**config.mk**
```make
export PLATFORM = sky130hd
export DESIGN_NAME = linear_interp_resampler
export DESIGN_NICKNAME = d
export VERILOG_FILES = /design/src/hw/rtl/lir_pkg.sv /design/src/hw/rtl/lir_lane.sv /design/src/hw/rtl/lir_ctrl.sv /design/src/hw/rtl/lir_merge.sv /design/src/hw/rtl/linear_interp_resampler.sv
export VERILOG_INCLUDE_DIRS = /design/src /design/src/hw/rtl
export SDC_FILE = /design/constraint.sdc
export NUM_CORES = 2
export LEC_CHECK = 0
export BUFFER_PORTS_ARGS = -buffer_cell sky130_fd_sc_hd__buf_2
export CORE_ASPECT_RATIO = 1.4
export CORE_UTILIZATION = 66
export DETAILED_ROUTE_END_ITERATION = 12
export PLACE_DENSITY_LB_ADDON = 0.2
export SETUP_SLACK_MARGIN = 0.1
export SLEW_MARGIN = 20
export SYNTH_ARGS = -nofsm -noshare
export SYNTH_HDL_FRONTEND = slang
export SYNTH_HIERARCHICAL = 1
export SYNTH_SLANG_ARGS = --single-unit
```
**constraint.sdc**
```tcl
create_clock -name clk_i -period 15.9 [get_ports clk_i]
set_input_delay 3.18 -clock clk_i [delete_from_list [all_inputs] [get_ports clk_i]]
set_output_delay 3.18 -clock clk_i [all_outputs]
set_load 0.01 [all_outputs]
```
**src/hw/rtl/linear_interp_resampler_assert.svh**
```systemverilog
// Assertion macros for the resampler. They compile to nothing in synthesis.
`ifndef LINEAR_INTERP_RESAMPLER_ASSERT_SVH
`define LINEAR_INTERP_RESAMPLER_ASSERT_SVH
`ifndef SYNTHESIS
`define LIR_ASSERT_IMP(lbl, clk, rstn, ante, cons) \
  lbl: assert property (@(posedge clk) disable iff (!rstn) (ante) |-> (cons)) \
    else $error("resampler assertion failed");
`define LIR_ASSERT_NXT(lbl, clk, rstn, ante, cons) \
  lbl: assert property (@(posedge clk) disable iff (!rstn) (ante) |=> (cons)) \
    else $error("resampler assertion failed");
`else
`define LIR_ASSERT_IMP(lbl, clk, rstn, ante, cons)
`define LIR_ASSERT_NXT(lbl, clk, rstn, ante, cons)
`endif
`endif

```
**src/hw/rtl/lir_pkg.sv**
```systemverilog
`default_nettype none

package lir_pkg;

  localparam int FRAC_BITS    = 16;
  localparam int MAX_UPSAMPLE = 16;

  localparam int SAMPLE_W = 16;
  localparam int RATIO_W  = 21;
  localparam int PHASE_W  = (RATIO_W > FRAC_BITS) ? RATIO_W : FRAC_BITS;
  localparam int SUM_W    = PHASE_W + 1;
  localparam int CNT_W    = (MAX_UPSAMPLE > 2) ? $clog2(MAX_UPSAMPLE) : 1;
  localparam int DIFF_W   = SAMPLE_W + 1;
  localparam int PROD_W   = FRAC_BITS + 1 + DIFF_W;

  localparam logic [SUM_W-1:0]   ONE_Q       = SUM_W'(1) << FRAC_BITS;
  localparam logic [RATIO_W-1:0] RATIO_RESET = RATIO_W'(65536);
  localparam logic [CNT_W-1:0]   CNT_LAST    = CNT_W'(MAX_UPSAMPLE - 1);

  typedef struct packed {
    logic signed [SAMPLE_W-1:0] sample_left;
    logic signed [SAMPLE_W-1:0] sample_right;
  } in_word_t;

  typedef struct packed {
    logic signed [SAMPLE_W-1:0] out_left;
    logic signed [SAMPLE_W-1:0] out_right;
    logic                       last_of_run;
  } out_word_t;

  typedef struct packed {
    logic valid;
    logic last;
  } issue_t;

  typedef enum logic [1:0] {
    ST_IDLE = 2'b01,
    ST_RUN  = 2'b10
  } state_e;

endpackage

`default_nettype wire

```
**src/hw/rtl/lir_lane.sv**
```systemverilog
`default_nettype none

module lir_lane (
  input  logic                                clk_i,
  input  logic                                advance_i,
  input  logic signed [lir_pkg::SAMPLE_W-1:0] prev_i,
  input  logic signed [lir_pkg::SAMPLE_W-1:0] cur_i,
  input  logic        [lir_pkg::FRAC_BITS-1:0] phase_i,
  output logic signed [lir_pkg::SAMPLE_W-1:0] res_o
);
  import lir_pkg::*;

  localparam logic signed [PROD_W-1:0] HALF_Q = PROD_W'(1) << (FRAC_BITS - 1);

  logic signed [DIFF_W-1:0]   diff;
  logic signed [PROD_W-1:0]   prod_d, prod_q;
  logic signed [SAMPLE_W-1:0] base_q;
  logic signed [PROD_W-1:0]   rnd;
  logic signed [PROD_W-1:0]   shf;

  // (1-ph)*a + ph*b is rewritten as a + ph*(b-a), which needs one multiplier.
  assign diff   = DIFF_W'(cur_i) - DIFF_W'(prev_i);
  assign prod_d = PROD_W'($signed({1'b0, phase_i})) * PROD_W'(diff);

  always_ff @(posedge clk_i) begin
    if (advance_i) begin
      prod_q <= prod_d;
      base_q <= prev_i;
    end
  end

  // Arithmetic shift floors, so adding half first rounds ties upward.
  assign rnd   = prod_q + HALF_Q;
  assign shf   = rnd >>> FRAC_BITS;
  assign res_o = base_q + $signed(shf[SAMPLE_W-1:0]);

endmodule

`default_nettype wire

```
**src/hw/rtl/lir_ctrl.sv**
```systemverilog
`default_nettype none
`include "linear_interp_resampler_assert.svh"

module lir_ctrl (
  input  logic                         clk_i,
  input  logic                         rst_ni,
  input  logic                         in_valid_i,
  output logic                         in_stall_o,
  input  lir_pkg::in_word_t            in_word_i,
  input  logic                         cfg_we_i,
  input  logic [lir_pkg::RATIO_W-1:0]  cfg_wdata_i,
  input  logic                         advance_i,
  output lir_pkg::issue_t              issue_o,
  output lir_pkg::in_word_t            prev_o,
  output lir_pkg::in_word_t            cur_o,
  output logic [lir_pkg::FRAC_BITS-1:0] phase_o
);
  import lir_pkg::*;

  state_e             state_q, state_d;
  logic               primed_q, primed_d;
  logic [PHASE_W-1:0] phase_q, phase_d;
  logic [CNT_W-1:0]   cnt_q, cnt_d;
  logic [RATIO_W-1:0] ratio_q;
  in_word_t           prev_q, prev_d;
  in_word_t           cur_q, cur_d;
  logic [SUM_W-1:0]   phase_ext;
  logic [SUM_W-1:0]   next_phase;
  logic               accept;
  logic               is_last;

  assign phase_ext  = SUM_W'(phase_q);
  assign next_phase = phase_ext + SUM_W'(ratio_q);
  assign accept     = in_valid_i && (state_q == ST_IDLE);
  assign is_last    = (next_phase >= ONE_Q) || (cnt_q == CNT_LAST);

  always_comb begin
    state_d  = state_q;
    primed_d = primed_q;
    phase_d  = phase_q;
    cnt_d    = cnt_q;
    prev_d   = prev_q;
    cur_d    = cur_q;
    issue_o  = '0;
    case (state_q)
      ST_IDLE: begin
        if (accept) begin
          if (!primed_q) begin
            prev_d   = in_word_i;
            primed_d = 1'b1;
          end else if (phase_ext >= ONE_Q) begin
            // Downsampling: this interval holds no output point.
            phase_d = PHASE_W'(phase_ext - ONE_Q);
            prev_d  = in_word_i;
          end else begin
            cur_d   = in_word_i;
            cnt_d   = '0;
            state_d = ST_RUN;
          end
        end
      end
      ST_RUN: begin
        if (advance_i) begin
          issue_o.valid = 1'b1;
          issue_o.last  = is_last;
          if (is_last) begin
            // Points beyond the per-word limit are dropped and the phase restarts.
            phase_d = (next_phase >= ONE_Q) ? PHASE_W'(next_phase - ONE_Q) : '0;
            prev_d  = cur_q;
            state_d = ST_IDLE;
          end else begin
            phase_d = PHASE_W'(next_phase);
            cnt_d   = cnt_q + CNT_W'(1);
          end
        end
      end
      default: begin
        state_d = ST_IDLE;
      end
    endcase
  end

  always_ff @(posedge clk_i or negedge rst_ni) begin
    if (!rst_ni) begin
      state_q  <= ST_IDLE;
      primed_q <= 1'b0;
      phase_q  <= '0;
      cnt_q    <= '0;
      ratio_q  <= RATIO_RESET;
    end else begin
      state_q  <= state_d;
      primed_q <= primed_d;
      phase_q  <= phase_d;
      cnt_q    <= cnt_d;
      if (cfg_we_i) begin
        ratio_q <= cfg_wdata_i;
      end
    end
  end

  always_ff @(posedge clk_i) begin
    prev_q <= prev_d;
    cur_q  <= cur_d;
  end

  assign in_stall_o = (state_q != ST_IDLE);
  assign prev_o     = prev_q;
  assign cur_o      = cur_q;
  assign phase_o    = phase_q[FRAC_BITS-1:0];

  `LIR_ASSERT_IMP(a_run_phase_frac, clk_i, rst_ni, state_q == ST_RUN, phase_ext < ONE_Q)
  `LIR_ASSERT_NXT(a_last_to_idle, clk_i, rst_ni, issue_o.valid && issue_o.last, state_q == ST_IDLE)
  `LIR_ASSERT_NXT(a_start_run, clk_i, rst_ni, accept && primed_q && (phase_ext < ONE_Q), state_q == ST_RUN)

endmodule

`default_nettype wire

```
**src/hw/rtl/lir_merge.sv**
```systemverilog
`default_nettype none

module lir_merge (
  input  logic                                clk_i,
  input  logic                                rst_ni,
  input  lir_pkg::issue_t                     issue_i,
  input  logic signed [lir_pkg::SAMPLE_W-1:0] left_i,
  input  logic signed [lir_pkg::SAMPLE_W-1:0] right_i,
  output logic                                advance_o,
  output logic                                out_valid_o,
  input  logic                                out_stall_i,
  output lir_pkg::out_word_t                  out_word_o
);
  import lir_pkg::*;

  logic      mul_valid_q;
  logic      mul_last_q;
  logic      out_valid_q;
  out_word_t out_q;

  // The whole pipeline moves together, and only when the output register can take a word.
  assign advance_o = !out_valid_q || !out_stall_i;

  always_ff @(posedge clk_i or negedge rst_ni) begin
    if (!rst_ni) begin
      mul_valid_q <= 1'b0;
      out_valid_q <= 1'b0;
    end else if (advance_o) begin
      mul_valid_q <= issue_i.valid;
      out_valid_q <= mul_valid_q;
    end
  end

  always_ff @(posedge clk_i) begin
    if (advance_o) begin
      mul_last_q        <= issue_i.last;
      out_q.out_left    <= left_i;
      out_q.out_right   <= right_i;
      out_q.last_of_run <= mul_last_q;
    end
  end

  assign out_valid_o = out_valid_q;
  assign out_word_o  = out_q;

endmodule

`default_nettype wire

```
**src/hw/rtl/linear_interp_resampler.sv**
```systemverilog
// Channel  Direction  Handshake            Word
// in       input      in_valid_i/stall_o   in_word_t: sample_left, sample_right
// out      output     out_valid_o/stall_i  out_word_t: out_left, out_right, last_of_run
// cfg      input      cfg_we_i             rate_ratio, 21 bits
//
// A word is taken in idle and then gives one output a cycle while the output is not
// stalled; in_stall_o holds the input off until its last output (n at most MAX_UPSAMPLE).
// After their issue, outputs pass through the multiplier register, then the output register.
// Reset clears the phase and the primed flag and sets rate_ratio to 1.0.
// A stall on a valid output word freezes the sequencer's run and both pipeline registers together.
`default_nettype none

module linear_interp_resampler (
  input  logic                        clk_i,
  input  logic                        rst_ni,
  input  logic                        in_valid_i,
  output logic                        in_stall_o,
  input  lir_pkg::in_word_t           in_word_i,
  output logic                        out_valid_o,
  input  logic                        out_stall_i,
  output lir_pkg::out_word_t          out_word_o,
  input  logic                        cfg_we_i,
  input  logic [lir_pkg::RATIO_W-1:0] cfg_wdata_i
);
  import lir_pkg::*;

  issue_t                     issue;
  in_word_t                   prev_w;
  in_word_t                   cur_w;
  logic [FRAC_BITS-1:0]       phase;
  logic                       advance;
  logic signed [SAMPLE_W-1:0] res_left;
  logic signed [SAMPLE_W-1:0] res_right;

  lir_ctrl u_ctrl (
    .clk_i       (clk_i),
    .rst_ni      (rst_ni),
    .in_valid_i  (in_valid_i),
    .in_stall_o  (in_stall_o),
    .in_word_i   (in_word_i),
    .cfg_we_i    (cfg_we_i),
    .cfg_wdata_i (cfg_wdata_i),
    .advance_i   (advance),
    .issue_o     (issue),
    .prev_o      (prev_w),
    .cur_o       (cur_w),
    .phase_o     (phase)
  );

  lir_lane u_lane_left (
    .clk_i     (clk_i),
    .advance_i (advance),
    .prev_i    (prev_w.sample_left),
    .cur_i     (cur_w.sample_left),
    .phase_i   (phase),
    .res_o     (res_left)
  );

  lir_lane u_lane_right (
    .clk_i     (clk_i),
    .advance_i (advance),
    .prev_i    (prev_w.sample_right),
    .cur_i     (cur_w.sample_right),
    .phase_i   (phase),
    .res_o     (res_right)
  );

  lir_merge u_merge (
    .clk_i       (clk_i),
    .rst_ni      (rst_ni),
    .issue_i     (issue),
    .left_i      (res_left),
    .right_i     (res_right),
    .advance_o   (advance),
    .out_valid_o (out_valid_o),
    .out_stall_i (out_stall_i),
    .out_word_o  (out_word_o)
  );

endmodule

`default_nettype wire

```
# Word level (Yosys, flattened, before mapping)
# Index checks and enable logic that the tools add are counted.
# Widths: inputs -> output; s select.
# op_classes
n_addsub,10
mul,2
order_cmp,2
n_eq_ne,12
n_mux,26
bitwise_logic,1
n_reduce_logical,12
# op_table
op,n
$mux 32,5
$mux 21,6
$add 32x17->32 const B,2
$mul 17x17->32,2
$pmux 32 s2,1
$pmux 21 s2,1
$sub 21x17->21 const B,2
$sub 16x16->17,2
$add 16x16->16,2
$add 21x21->22,1
$ge 22x17->1 const B,1
$ge 21x17->1 const B,1
$mux 4,5
$reduce_and 5->1,3
$mux 2,6
$ne 2x1->1 const B,4
$ne 2x2->1 const B,4
$pmux 4 s2,1
$reduce_and 6->1,1
$add 4x1->4 const B,1
$eq 4x4->1 const B,1
$pmux 2 s2,1
$reduce_and 4->1,1
$ne 3x3->1 const B,1
8 further kinds,10
# totals
reg_bits,245
inputBits,58
output_inout_bits,35

# Depth between registers and ports, before layout
# logic_depth
depth_word,6
depth_mapped,33
ltp_nobuf,32

# Cells and area by module
# Netlist, hierarchy kept.
# by_module_without_submodules
module,instances,cells_per_inst,area_per_inst_um2,seq_area_each_um2
lir_lane (u_lane_right),1,1410,12294.3,991.0
lir_lane (u_lane_left),1,1262,11344.6,991.0
lir_ctrl,1,524,6309.8,3150.5
lir_merge,1,39,1099.8,1071.0

# Worst setup path after synthesis
# OpenSTA, ideal clock, no wires.
# synth_path
path_type,reg-to-reg
startpoint,"register u_ctrl.prev_q, in the netlist u_ctrl/prev_o[16]"
endpoint,"register u_lane_left.prod_q[31], data pin"
setup_ps,260
arrival_time_ps,7385
path_slack_ps,8255
stages_incl_launch_ff,32
path_buffers,1
period_less_slack_ps,7645
cell_sequence,edfxtp_1 -> ha_1 -> fa_1 -> nor2b_1 -> o31a_1 -> o31a_1 -> o211ai_2 -> a21boi_1 -> nor2_1 -> xnor2_1 -> clkbuf_1 -> nand2_1 -> fa_1 -> inv_1 -> fa_1 -> inv_1 -> fa_1 -> inv_1 -> fa_1 -> fa_1 -> inv_1 -> fa_1 -> inv_1 -> ha_1 -> a21oi_1 -> a21oi_1 -> a211oi_1 -> o21ai_1 -> a2111oi_2 -> o21ai_1 -> a21oi_1 -> xor2_1
# synth_via
elab_chain_cells,2
# synth_rtl
item,line_no,rtl
"start, declared",lir_ctrl.sv:25,"in_word_t prev_q, prev_d;"
"start signal, assigned",lir_ctrl.sv:102,prev_q <= prev_d;
$sub 16x16->17,lir_lane.sv:22,assign diff = DIFF_W'(cur_i) - DIFF_W'(prev_i);
$mul 17x17->32,lir_lane.sv:23,"assign prod_d = PROD_W'($signed({1'b0, phase_i})) * PROD_W'(diff);"
named net u_lane_left.prod_d[31],lir_lane.sv:16,"logic signed [PROD_W-1:0] prod_d, prod_q;"
"end signal, assigned",lir_lane.sv:27,prod_q <= prod_d;
"end, declared",lir_lane.sv:16,
# The timed path passes the listed nets, and every way through them passes these cells.
# A chain may end at the register's enable or synchronous reset.

# Worst setup path in the final report
# layout_path
startpoint,"register u_ctrl.cur_q, in the netlist u_ctrl/cur_o[16]"
endpoint,"register u_lane_left.prod_q[31], data pin"
# layout_via
elab_chain_cells,2
# layout_rtl
item,line_no,rtl
"start, declared",lir_ctrl.sv:26,"in_word_t cur_q, cur_d;"
"start signal, assigned",lir_ctrl.sv:103,cur_q <= cur_d;
$sub 16x16->17,lir_lane.sv:22,
$mul 17x17->32,lir_lane.sv:23,
named net u_lane_left.prod_d[31],lir_lane.sv:16,
# The timed path passes the listed nets, and every way through them passes these cells.

==> reports/qor.txt <==
Final Max Slew Viols: 0
Number of global-route vias before repair: 25161
Hold-fix buffers, CTS: 0
Complex-gate fraction of the synthesized area: 8.374%
Fin crit period: 8.442 ns
Layout area overhead: 5.855%
Share of cells above drive strength 1: 10.06%
Die ar.: 47930 um^2
Reg-to-reg slack, setup: 7.46 ns
Synth Flop Type: edfxtp_1
Hold EP: u_merge/out_word_o[0]
Share of the synthesized area in the top cell type: 27.14%
H-Tree Depth: 1
Initial antenna violation count: 2
Most frequent cells in the layout: inv_1, fa_1, nand2_1
Post-Synth XOR/XNOR Area: 3.655%
Die W: 185.3 um
Critical path type: register to register
Relative slew margins: 26.35%
Setup Viol. Count Final: 0
Final Util: 71.15%
Total GRT Usage: 32.96%
Crit path max fanout: 16
PortBufs: 92
Hold Crit Depth: 0
FFs w/ async S/R, synth: 23.72%
I/O pins: 93
Drt wl/cell: 19.59 um
Unrepaired setup endpoints after global routing: no
Area leader, netlist: fa_1
Status: complete, no violations
Setup TNS: 0 ns
Root buf cell: clkbuf_16
HPWL after DPL: 57790 um
Clk sink count: 215
Worst Tran Pin Value: 1.105 ns
Leading post-synthesis cells by cell area: fa_1, edfxtp_1, ha_1
Clock Skews: 0.06316 ns
Die Height: 258.6 um
FF-to-FF Start: u_ctrl/cur_o[16]
Min-delay src: u_merge/mul_last_q
Reg clk slew, reported paths: 0.07 ns
Final Hold Fails: 0
Multi-input combinational cell area: 21930 um^2
Post-synthesis instance area: 31050 um^2
Startpoint types: register
Final WL: 76220 um
Final Cell Area: 32870 um^2
Via count: 23240
Initial DRC count: 1502
Commonest non-fill, non-tap cell in the layout: inv_1
CTS tree: done
Worst reg2reg endpoint: u_lane_left/prod_q[31]
Slowest cell on the critical path: o211ai_2
Post-synth EDFFs: 164
Synthesized net count: 4032
Max Fclk: 118.5 MHz
Synth Area in Adders: 39.96%
Core ar.: 46200 um^2
CTS Buffer Depth: 3
Initial DRT Pass Iterations: 6
Clk_lat worst skew: 0.59 ns
Post-route ant nets: 0
Max-cap viol count: 0
Seq/Total Area, Yosys: 19.98%
Worst Reg-to-Reg Cells: 28
Largest family of logic cells by synthesized area: adder cells
Element type at the critical path end: register
WP data arrival: 8.77 ns
Crit-path most repeated cell: fa_1
Cells resized by post-CTS repair: 0
Net count, final: 4051
Delay of the slowest critical-path stage: 0.67 ns
Fillers: 3499
CTS buffer count: 24
Drt drc: 0
Vias per cell: 5.973
GPL Wtd Cong: 0.9215
Critical path's top delay family: adder cells
Gr ovfl total: 0
Critical path buffer and inverter count: 3
Mux cell area share after synthesis: 2.063%
Simple-gate share of the synthesized area: 16.28%
FP Rows: 93
Yosys cell types: 113
Largest net degree at the start of global routing: 61
Mean Syn Cell Area: 9.598 um^2
Post-CTS setup buffers: 0
First-pass GRT wire length: 123800 um
CP required: 16.23 ns
Hold crit path type: register to register
Register area: 6208 um^2
Warnings, synthesis: 6
Initial core utilization: 67.21%
Final period util: 53.10%
Syn Inst Count: 3235
Placed inst area: 32000 um^2
Register bit count reported by yosys: 215
state kept, by name, summed over array words and instances (netlist names):
name and cells:
u_lane_left/prod_q 17, u_merge/mul_valid_q 1, u_ctrl/state_q 2, u_ctrl/primed_q 1, u_ctrl/ratio_q 21, u_merge/out_valid_o 1, u_ctrl/cur_o 32, u_lane_right/base_q 16
u_ctrl/cnt_q 4, u_lane_left/base_q 16, u_ctrl/phase_q 21, u_ctrl/prev_o 32, u_merge/mul_last_q 1, u_lane_right/prod_q 17, u_merge/out_word_o 33
per-layer routing:
layer / share of wire (%) / vias to the layer above / global-route usage, %
met1: 37 / 11727 / 38.19
met3: 5.3 / 238 / 3.893
met5: 0 / - / 0
li1: - / 10456 / -
met4: 5.0 / 0 / 17.33
met2: 53 / 819 / 59.18
cell type report:
class                           count  share of cell area, %
Sequential cell                   215                  18.89
Inverter                          615                  7.024
Clock inverter                     19                 0.6243
Multi-Input combinational cell   2262                  66.73
Timing Repair Buffer              136                  2.467
Antenna cell                        2                0.01523
Tap cell                          617                  2.349
Clock buffer                       25                  1.903
how the worst max path moves through the flow:
stage | from | end | slack, ns | cells after the start
2_1_floorplan | u_ctrl/prev_o[16] | u_lane_left/prod_q[31] | 8.26 | 31
3_3_place_gp | u_ctrl/prev_o[16] | u_lane_left/prod_q[31] | 7.69 | 29
3_5_place_dp | u_ctrl/cur_o[16] | u_lane_left/prod_q[31] | 7.54 | 28
4_1_cts | u_ctrl/cur_o[16] | u_lane_left/prod_q[31] | 7.51 | 28
5_1_grt | u_ctrl/prev_o[17] | u_lane_left/prod_q[31] | 6.95 | 29
6_report | u_ctrl/cur_o[16] | u_lane_left/prod_q[31] | 7.46 | 28
kinds of logic after synthesis:
family / Yosys count
AO/OA/AOI/OAI: 351
XOR/XNOR: 127
adder cells (fa/ha/maj): 739
buffers and inverters: 758
flip-flops: 215
multiplexers: 57
AND/OR/NAND/NOR: 988
worst reg2reg max path, delay by kind of cell, from the launching register on:
family	cells	cell delay [ns]
AOI/OAI and AO/OA	13	3.36
xor gates and xnor gates	1	0.08
adders and majority gates	9	3.87
buffers and inverters	3	0.18
DFF	1	0.39
and+or+nand+nor	2	0.32
cells in the mapped netlist (17+ instances only):
cell        n
inv_1     614
fa_1      421
nand2_1   345
ha_1      318
and2_1    171
edfxtp_1  164
nor2_1    121
clkbuf_1   96
a21oi_1    85
xnor2_1    84
nand3_1    75
nor2b_1    63
mux2_2     52
dfrtp_1    49
o21ai_0    48
and3_1     45
xor2_1     40
nor3_1     32
a211oi_1   22
buf_4      20
o21a_1     19
a21o_1     18
nand2b_1   18
nor3b_1    17
through the flow:
step                      instances  setup slack, ns  hold WS, ns
after global placement         3844            7.691       0.4049
final                          3891            7.458       0.4330
after CTS                      3888            7.506       0.4240
after detailed placement       3844            7.545       0.4083
after floorplan                3235            8.255       0.4003
after global routing           3890            6.952       0.4441
Power is left out: the tool's default activity adds up to more than one toggle a clock period on the data nets, which glitch-free logic cannot reach.
